## config.mk

```make
export PLATFORM = sky130hd
export DESIGN_NAME = rotating_beacon_angle_capture
export DESIGN_NICKNAME = d
export VERILOG_FILES = /design/src/hw/rtl/rbac_pkg.sv /design/src/hw/rtl/rbac_datapath.sv /design/src/hw/rtl/rbac_ctrl.sv /design/src/hw/rtl/rotating_beacon_angle_capture.sv
export SDC_FILE = /design/constraint.sdc
export NUM_CORES = 1
export LEC_CHECK = 0
export BUFFER_PORTS_ARGS = -buffer_cell sky130_fd_sc_hd__buf_4
export CAP_MARGIN = 5
export CORE_MARGIN = 5
export CORE_UTILIZATION = 65
export DETAILED_ROUTE_END_ITERATION = 10
export GPL_ROUTABILITY_DRIVEN = 1
export PLACE_DENSITY = 0.84
export REMOVE_ABC_BUFFERS = 1
export SETUP_SLACK_MARGIN = 0.3
export SLEW_MARGIN = 40
export SYNTH_ARGS = -nofsm -noshare
export SYNTH_HDL_FRONTEND = slang
export SYNTH_SLANG_ARGS = --single-unit
```

## constraint.sdc

```tcl
create_clock -name clk -period 10.35 [get_ports clk]
set_input_delay 1.035 -clock clk [delete_from_list [all_inputs] [get_ports clk]]
set_output_delay 1.035 -clock clk [all_outputs]
set_load 0.005 [all_outputs]
```

## src/hw/rtl/rbac_pkg.sv

```systemverilog
// Shared types and constants for the rotating beacon angle capture block.
`default_nettype none

package rbac_pkg;

  // Event codes carried in the command field
  localparam logic CMD_INDEX = 1'b0;
  localparam logic CMD_LIGHT = 1'b1;

  // Light level after an edge
  localparam logic LIGHT_SEEN = 1'b0;
  localparam logic LIGHT_LOST = 1'b1;

  // Input request
  typedef struct packed {
    logic        command;
    logic [31:0] event_time;
    logic        light_absent;
  } in_t;

  // Result request
  typedef struct packed {
    logic [15:0] onset_angle;
    logic [15:0] arc_length;
  } out_t;

  // Controller states
  typedef enum logic [1:0] {
    ST_IDLE,
    ST_PREP,
    ST_DIV,
    ST_FIN
  } ctl_state_t;

  // Controller to datapath commands
  typedef struct packed {
    logic index_upd;  // shift index times, store new index time
    logic capture;    // latch light edge time and level
    logic prep;       // form delta and period, seed the divider
    logic step;       // one restoring divide step
    logic commit;     // update start angle / active flag, load result
  } cmd_t;

  // Datapath to controller status
  typedef struct packed {
    logic need_emit;  // pending light edge produces a result
  } sts_t;

endpackage

`default_nettype wire

```

## src/hw/rtl/rbac_datapath.sv

```systemverilog
// Datapath: index times, bit-serial fraction divider, angle state, result register.
`default_nettype none

module rbac_datapath #(
  parameter int TIME_BITS  = 32,
  parameter int ANGLE_BITS = 16
) (
  input  wire logic          clk,
  input  wire logic          rst_n,
  input  wire rbac_pkg::cmd_t cmd,
  input  wire rbac_pkg::in_t  in_data,
  output rbac_pkg::sts_t      sts,
  output rbac_pkg::out_t      out_data
);
  import rbac_pkg::*;

  logic [TIME_BITS-1:0]  prev_r, last_r, t_r, rem_r, den_r;
  logic [TIME_BITS-1:0]  prev_nxt, last_nxt, t_nxt, rem_nxt, den_nxt;
  logic [ANGLE_BITS-1:0] held_r, held_nxt, q_r, q_nxt;
  logic                  active_r, active_nxt, absent_r, absent_nxt, zero_r, zero_nxt;
  out_t                  out_r, out_nxt;

  logic [63:0]           t_ext;
  logic [TIME_BITS-1:0]  t_in, delta, period;
  logic [TIME_BITS:0]    shifted, diff;
  logic                  ge;
  logic [ANGLE_BITS-1:0] pos, len;
  logic [31:0]           held_w, len_w;

  // Event time taken modulo 2^TIME_BITS
  assign t_ext = {32'd0, in_data.event_time};
  assign t_in  = t_ext[TIME_BITS-1:0];

  // Time differences, modulo 2^TIME_BITS
  assign delta  = t_r - last_r;
  assign period = last_r - prev_r;

  // Restoring divide step: shift remainder, subtract divisor when it fits
  assign shifted = {rem_r, 1'b0};
  assign diff    = shifted - {1'b0, den_r};
  assign ge      = (shifted >= {1'b0, den_r});

  // Position and arc length
  assign pos    = zero_r ? '0 : q_r;
  assign len    = pos - held_r;
  assign held_w = 32'(held_r);
  assign len_w  = 32'(len);

  assign sts.need_emit = (absent_r == LIGHT_LOST) && active_r;
  assign out_data      = out_r;

  always_comb begin
    prev_nxt   = prev_r;
    last_nxt   = last_r;
    t_nxt      = t_r;
    absent_nxt = absent_r;
    rem_nxt    = rem_r;
    den_nxt    = den_r;
    q_nxt      = q_r;
    zero_nxt   = zero_r;
    held_nxt   = held_r;
    active_nxt = active_r;
    out_nxt    = out_r;

    if (cmd.index_upd) begin
      prev_nxt = last_r;
      last_nxt = t_in;
    end
    if (cmd.capture) begin
      t_nxt      = t_in;
      absent_nxt = in_data.light_absent;
    end
    if (cmd.prep) begin
      rem_nxt  = delta;
      den_nxt  = period;
      q_nxt    = '0;
      zero_nxt = !(delta < period);
    end
    if (cmd.step) begin
      rem_nxt = ge ? diff[TIME_BITS-1:0] : shifted[TIME_BITS-1:0];
      q_nxt   = {q_r[ANGLE_BITS-2:0], ge};
    end
    if (cmd.commit) begin
      if (absent_r == LIGHT_SEEN) begin
        held_nxt   = pos;
        active_nxt = 1'b1;
      end else if (active_r) begin
        out_nxt.onset_angle = held_w[15:0];
        out_nxt.arc_length  = len_w[15:0];
        active_nxt          = 1'b0;
      end
    end
  end

  // Architectural state, reset to its defined values
  always_ff @(posedge clk) begin
    if (!rst_n) begin
      prev_r   <= '0;
      last_r   <= TIME_BITS'(1);
      held_r   <= '0;
      active_r <= 1'b0;
    end else begin
      prev_r   <= prev_nxt;
      last_r   <= last_nxt;
      held_r   <= held_nxt;
      active_r <= active_nxt;
    end
  end

  // Working and result registers
  always_ff @(posedge clk) begin
    t_r      <= t_nxt;
    absent_r <= absent_nxt;
    rem_r    <= rem_nxt;
    den_r    <= den_nxt;
    q_r      <= q_nxt;
    zero_r   <= zero_nxt;
    out_r    <= out_nxt;
  end

endmodule

`default_nettype wire

```

## src/hw/rtl/rbac_ctrl.sv

```systemverilog
// Controller: request handshake, divide sequencing and result valid.
`default_nettype none

module rbac_ctrl #(
  parameter int ANGLE_BITS = 16
) (
  input  wire logic           clk,
  input  wire logic           rst_n,
  input  wire logic           in_valid,
  input  wire logic           in_command,
  input  wire logic           out_stall,
  input  wire rbac_pkg::sts_t sts,
  output logic                in_stall,
  output logic                out_valid,
  output rbac_pkg::cmd_t      cmd
);
  import rbac_pkg::*;

  localparam int CW = $clog2(ANGLE_BITS);

  ctl_state_t    state_r, state_nxt;
  logic [CW-1:0] cnt_r, cnt_nxt;
  logic          out_valid_r, out_valid_nxt;
  logic          last_step, can_commit;

  assign last_step  = (cnt_r == CW'(ANGLE_BITS - 1));
  assign can_commit = !sts.need_emit || !out_valid_r || !out_stall;
  assign in_stall   = (state_r != ST_IDLE);
  assign out_valid  = out_valid_r;

  // Next state
  always_comb begin
    state_nxt = state_r;
    unique case (state_r)
      ST_IDLE: if (in_valid && in_command == CMD_LIGHT) state_nxt = ST_PREP;
      ST_PREP: state_nxt = ST_DIV;
      ST_DIV:  if (last_step) state_nxt = ST_FIN;
      ST_FIN:  if (can_commit) state_nxt = ST_IDLE;
      default: state_nxt = ST_IDLE;
    endcase
  end

  // Commands
  always_comb begin
    cmd     = '0;
    cnt_nxt = cnt_r;
    unique case (state_r)
      ST_IDLE: begin
        cmd.index_upd = in_valid && (in_command == CMD_INDEX);
        cmd.capture   = in_valid && (in_command == CMD_LIGHT);
      end
      ST_PREP: begin
        cmd.prep = 1'b1;
        cnt_nxt  = '0;
      end
      ST_DIV: begin
        cmd.step = 1'b1;
        cnt_nxt  = cnt_r + 1'b1;
      end
      ST_FIN: cmd.commit = can_commit;
      default: cmd = '0;
    endcase
  end

  // Result valid: set on an emitting commit, cleared when taken
  always_comb begin
    out_valid_nxt = out_valid_r;
    if (out_valid_r && !out_stall) out_valid_nxt = 1'b0;
    if (cmd.commit && sts.need_emit) out_valid_nxt = 1'b1;
  end

  always_ff @(posedge clk) begin
    if (!rst_n) begin
      state_r     <= ST_IDLE;
      cnt_r       <= '0;
      out_valid_r <= 1'b0;
    end else begin
      state_r     <= state_nxt;
      cnt_r       <= cnt_nxt;
      out_valid_r <= out_valid_nxt;
    end
  end

endmodule

`default_nettype wire

```

## src/hw/rtl/rotating_beacon_angle_capture.sv

```systemverilog
// Sequencing: an index pulse is absorbed on accept; a light edge is captured on accept, then
//   passes through ST_PREP, ST_DIV and ST_FIN before any result it closes is made valid.
// Throughput: index pulses back to back; a light edge holds the input stalled through those
//   states, their length set by the one-bit-per-cycle restoring divider that forms the angle, and
//   longer while an earlier result is still stalled at the output.
// Reset: synchronous active-low; index times go to 0 and 1, start angle to 0, light
//   flag cleared, no result pending.
`default_nettype none

module rotating_beacon_angle_capture #(
  parameter int TIME_BITS  = 32,
  parameter int ANGLE_BITS = 16
) (
  input  wire logic           clk,
  input  wire logic           rst_n,
  input  wire logic           in_valid,
  output logic                in_stall,
  input  wire rbac_pkg::in_t  in_data,
  output logic                out_valid,
  input  wire logic           out_stall,
  output rbac_pkg::out_t      out_data
);
  import rbac_pkg::*;

  cmd_t cmd;
  sts_t sts;

  rbac_ctrl #(
    .ANGLE_BITS(ANGLE_BITS)
  ) u_ctrl (
    .clk       (clk),
    .rst_n     (rst_n),
    .in_valid  (in_valid),
    .in_command(in_data.command),
    .out_stall (out_stall),
    .sts       (sts),
    .in_stall  (in_stall),
    .out_valid (out_valid),
    .cmd       (cmd)
  );

  rbac_datapath #(
    .TIME_BITS (TIME_BITS),
    .ANGLE_BITS(ANGLE_BITS)
  ) u_dp (
    .clk     (clk),
    .rst_n   (rst_n),
    .cmd     (cmd),
    .in_data (in_data),
    .sts     (sts),
    .out_data(out_data)
  );

endmodule

`default_nettype wire

```

==> implementation parameters <==
Parameter                              Value

Worst setup path
  Required time of the critical path    about 11 ns
  Max FO, Critical Path    4
  Worst setup EP type    flop
  Sort of element at the start of the critical path    flop
  CP Class    reg -> reg
  Data arrival time of the critical path    slightly above 5 ns

Layout
  Post-layout nets    1,863
  Area growth from synthesis to layout    11.09%
  Final cell count without fillers    around 2,000
  Fraction of final layout cells sized beyond drive strength 1    0.08844
  Diode count    0
  Number of filler cells placed in the layout    approximately 1,600

Timing
  Number of failing setup endpoints in the final timing report    0
  Max-slew headroom    0.4649
  Crit share post-route    0.4725
  Achievable frequency    0.2045 GHz
  Worst clock skew    0.01282 ns
  Final hold viol count    0
  Time the worst path needs with I/O delays and setup    just under 5 ns
  Actual transition at the worst max-transition pin    approximately 0.8 ns
  Setup repair after global routing missed its margin    false
  Setup Total Neg Slack    0 ns
  Final count of pins violating max slew    0

Routing
  Number of remaining DRC errors    0
  Initial DRT Pass Iterations    6
  Final antenna-violating net count    0
  Detailed Route WL    roughly 32,000 um
  Average vias per placed instance    slightly below 6
  Post-DR wirelength/cell    16.09 um
  Detailed-route via count    between 10,000 and 15,000
  Number of DRC violations after detailed-routing iteration 0    761

Logic synthesis
  Proportion of netlist area held by the largest area contributor    0.2920
  Synth Register Bits    between 200 and 250
  Dominant cell by count in the synthesized netlist    sky130_fd_sc_hd__nand2_1
  Leading post-synthesis cells by instance count    235 x sky130_fd_sc_hd__nand2_1, 164 x sky130_fd_sc_hd__inv_1, 146 x sky130_fd_sc_hd__edfxtp_1
  Proportion of synthesized flip-flops having asynchronous set or reset    0
  Register area share after synthesis    0.4093
  Area contributors post-synth    sky130_fd_sc_hd__edfxtp_1 29%, sky130_fd_sc_hd__ha_1 12%, sky130_fd_sc_hd__dfxtp_1 12%, sky130_fd_sc_hd__nand2_1 5.9%, sky130_fd_sc_hd__a21boi_0 4.3%
  Area of the mapped netlist    around 0.015 mm^2
  Biggest area consumer among synthesized cells    sky130_fd_sc_hd__edfxtp_1
  Average size of a mapped cell    slightly above 9 um^2
  Most instantiated flip-flop cell in the synthesis netlist    sky130_fd_sc_hd__edfxtp_1
  Number of unique standard cell types used by synthesis    71
  Ys Warns    0
  Number of standard cells after synthesis    about 1,600
  Post-synth EDFFs    ~150

Clock network
  Clock tree buffer depth    3
  Setup Fix Bufs, Post-CTS    0
  Number of clock buffers inserted by TritonCTS    26
  Number of H-tree levels    1
  Number of clock sinks seen by CTS    about 230
  CTS tree    yes
  Clock tree root driver cell    sky130_fd_sc_hd__clkbuf_16
  Insertion delay to the later sink of the worst-skew pair    between 0.5 and 0.6 ns
  Number of hold buffers added after cts    0
  Clock transition time at the flip-flop clock pins of the worst setup and hold paths    around 0.060 ns
  Number of instances resized during post-cts repair    0

Global route
  Pin count of the biggest net entering global routing    between 80 and 90
  Overflow left after global routing    0
  Total routing usage reported by global routing    0.2407
  Initial antenna violation count    0
  First-pass GRT wire length    around 54,000 um
  Via count of the first global-routing pass    between 10,000 and 15,000

Place
  Routability cong.    slightly below 0.9
  DP Cell Count    a little under 2,000
  Number of buffer cells added on primary ports    between 70 and 80
  Total half-perimeter wirelength after legalization and detailed placement    about 23,000 um

Floorplanning
  Die Y-Extent    162.0 um
  Die span in x    between 150 and 200 um
  Number of core rows    55
  Core area    between 0.02 and 0.025 mm^2
  # IOs    72
  Initial standard-cell utilization of the core    0.6612
  Die Area    0.02624 mm^2

Power and ir drop
  Leakage power total    ~6.9 nW
  Cell area power density    roughly 320 mW/mm^2
  Max IR drop VDD    175.5 uV

Flow run
  Total of max-cap violations    0

Status
  Status    completed

Worst hold path
  Path type of the worst min-delay path    reg -> reg
## path summary, 6_finish.rpt
path / from / to / slack (ns) / depth (start not counted)
worst min register to register: u_dp.prev_r[18]$_SDFFE_PN0P_ / u_dp.prev_r[18]$_SDFFE_PN0P_ / 0.46 / 2
worst max register to register: u_dp.last_r[4]$_SDFFE_PN0P_ / u_dp.zero_r$_DFFE_PN_ / 5.46 / 17
worst min-delay path: u_dp.prev_r[18]$_SDFFE_PN0P_ / u_dp.prev_r[18]$_SDFFE_PN0P_ / 0.46 / 2
worst max-delay path: u_dp.last_r[4]$_SDFFE_PN0P_ / u_dp.zero_r$_DFFE_PN_ / 5.46 / 17
## power breakdown
part | switching [W] | internal [W] | total (W)
clock | 0.000363 | 0.000577 | 0.000940
sequential | 0.000112 | 0.00133 | 0.00144
combinational | 0.00167 | 0.00126 | 0.00293
## critical path, stage by stage (launching register included)
cell and delay (ns):
sky130_fd_sc_hd__dfxtp_1 0.37, sky130_fd_sc_hd__inv_1 0.06, sky130_fd_sc_hd__ha_1 0.33, sky130_fd_sc_hd__a2111o_1 0.44, sky130_fd_sc_hd__o211ai_1 0.37, sky130_fd_sc_hd__a21oi_1 0.18
sky130_fd_sc_hd__a31o_2 0.32, sky130_fd_sc_hd__a2111o_1 0.40, sky130_fd_sc_hd__a31o_2 0.26, sky130_fd_sc_hd__a21oi_1 0.17, sky130_fd_sc_hd__xnor2_1 0.19, sky130_fd_sc_hd__ha_1 0.31
sky130_fd_sc_hd__a21o_1 0.17, sky130_fd_sc_hd__a21o_1 0.17, sky130_fd_sc_hd__a21oi_1 0.23, sky130_fd_sc_hd__nand2b_1 0.09, sky130_fd_sc_hd__a221o_1 0.28, sky130_fd_sc_hd__a221o_1 0.31
## layer usage
layer,share of wire,vias up,track usage
met5,0,-,0
met4,0.027,0,0.06882
met3,0.051,59,0.03070
met2,0.47,310,0.4087
met1,0.46,5409,0.3266
li1,-,5759,-
## flip-flops by register name, summed over array words and instances, names as in the netlist, 4 cells and up
name,count
u_dp.out_data,32
u_dp.q_r,16
u_ctrl.cnt_r,4
u_dp.held_r,16
u_dp.prev_r,32
u_dp.t_r,32
u_dp.last_r,32
u_dp.den_r,32
u_dp.rem_r,32
## metrics by stage
step | worst slack, ns | hold slack (ns) | utilization | cell area [um^2] | total power, W
after floorplan | 6.086 | 0.4300 | - | 14820 | 0.003674
after global placement | 5.682 | 0.4410 | 0.6949 | 15780 | 0.004197
after detailed placement | 5.563 | 0.4519 | 0.6950 | 15780 | 0.004324
after CTS | 5.539 | 0.4633 | 0.7345 | 16680 | 0.005296
after global routing | 5.180 | 0.4866 | 0.7345 | 16680 | 0.005723
final | 5.460 | 0.4650 | 0.7345 | 16680 | 0.005315
## logic make-up (layout without fill, tap and decap cells)
family | count (synthesis) | count (layout) | synth area share
muxes | 31 | 31 | 0.02316
and+or+nand+nor | 495 | 495 | 0.1532
AOI/OAI and AO/OA | 402 | 402 | 0.1795
DFF | 234 | 234 | 0.4093
xor gates and xnor gates | 93 | 93 | 0.05425
buffers and inverters | 210 | 292 | 0.05449
adders and majority gates | 149 | 149 | 0.1262
## layout by cell type, fill, tap and decap left out, drive strengths merged, types with 10 or more instances in the layout
cell      n
and2     25
mux2i    19
nand2b   24
o21ai    68
a211oi   10
or2      10
nand3    24
a31oi    13
nand2   235
nor2     71
a21oi    84
dfxtp    88
nor3     17
or3      10
xor2     32
ha      145
nand4    13
xnor2    61
a21boi   88
edfxtp  146
and3     11
buf      79
a21o     56
clkbuf   41
inv     167
nor2b    42
mux2     12
o21a     14
## area by class of cell
type | instances | area (um^2) | share of cell area
sequential | 234 | 6146 | 0.3684
multi-input combinational | 1170 | 8069 | 0.4837
clock buffer | 41 | 832.0 | 0.04988
timing repair buffer | 79 | 593.1 | 0.03555
clock inverter | 7 | 65.06 | 0.003900
inverter | 165 | 619.3 | 0.03713
tap | 285 | 356.6 | 0.02138
(Power assumes the default switching activity.)
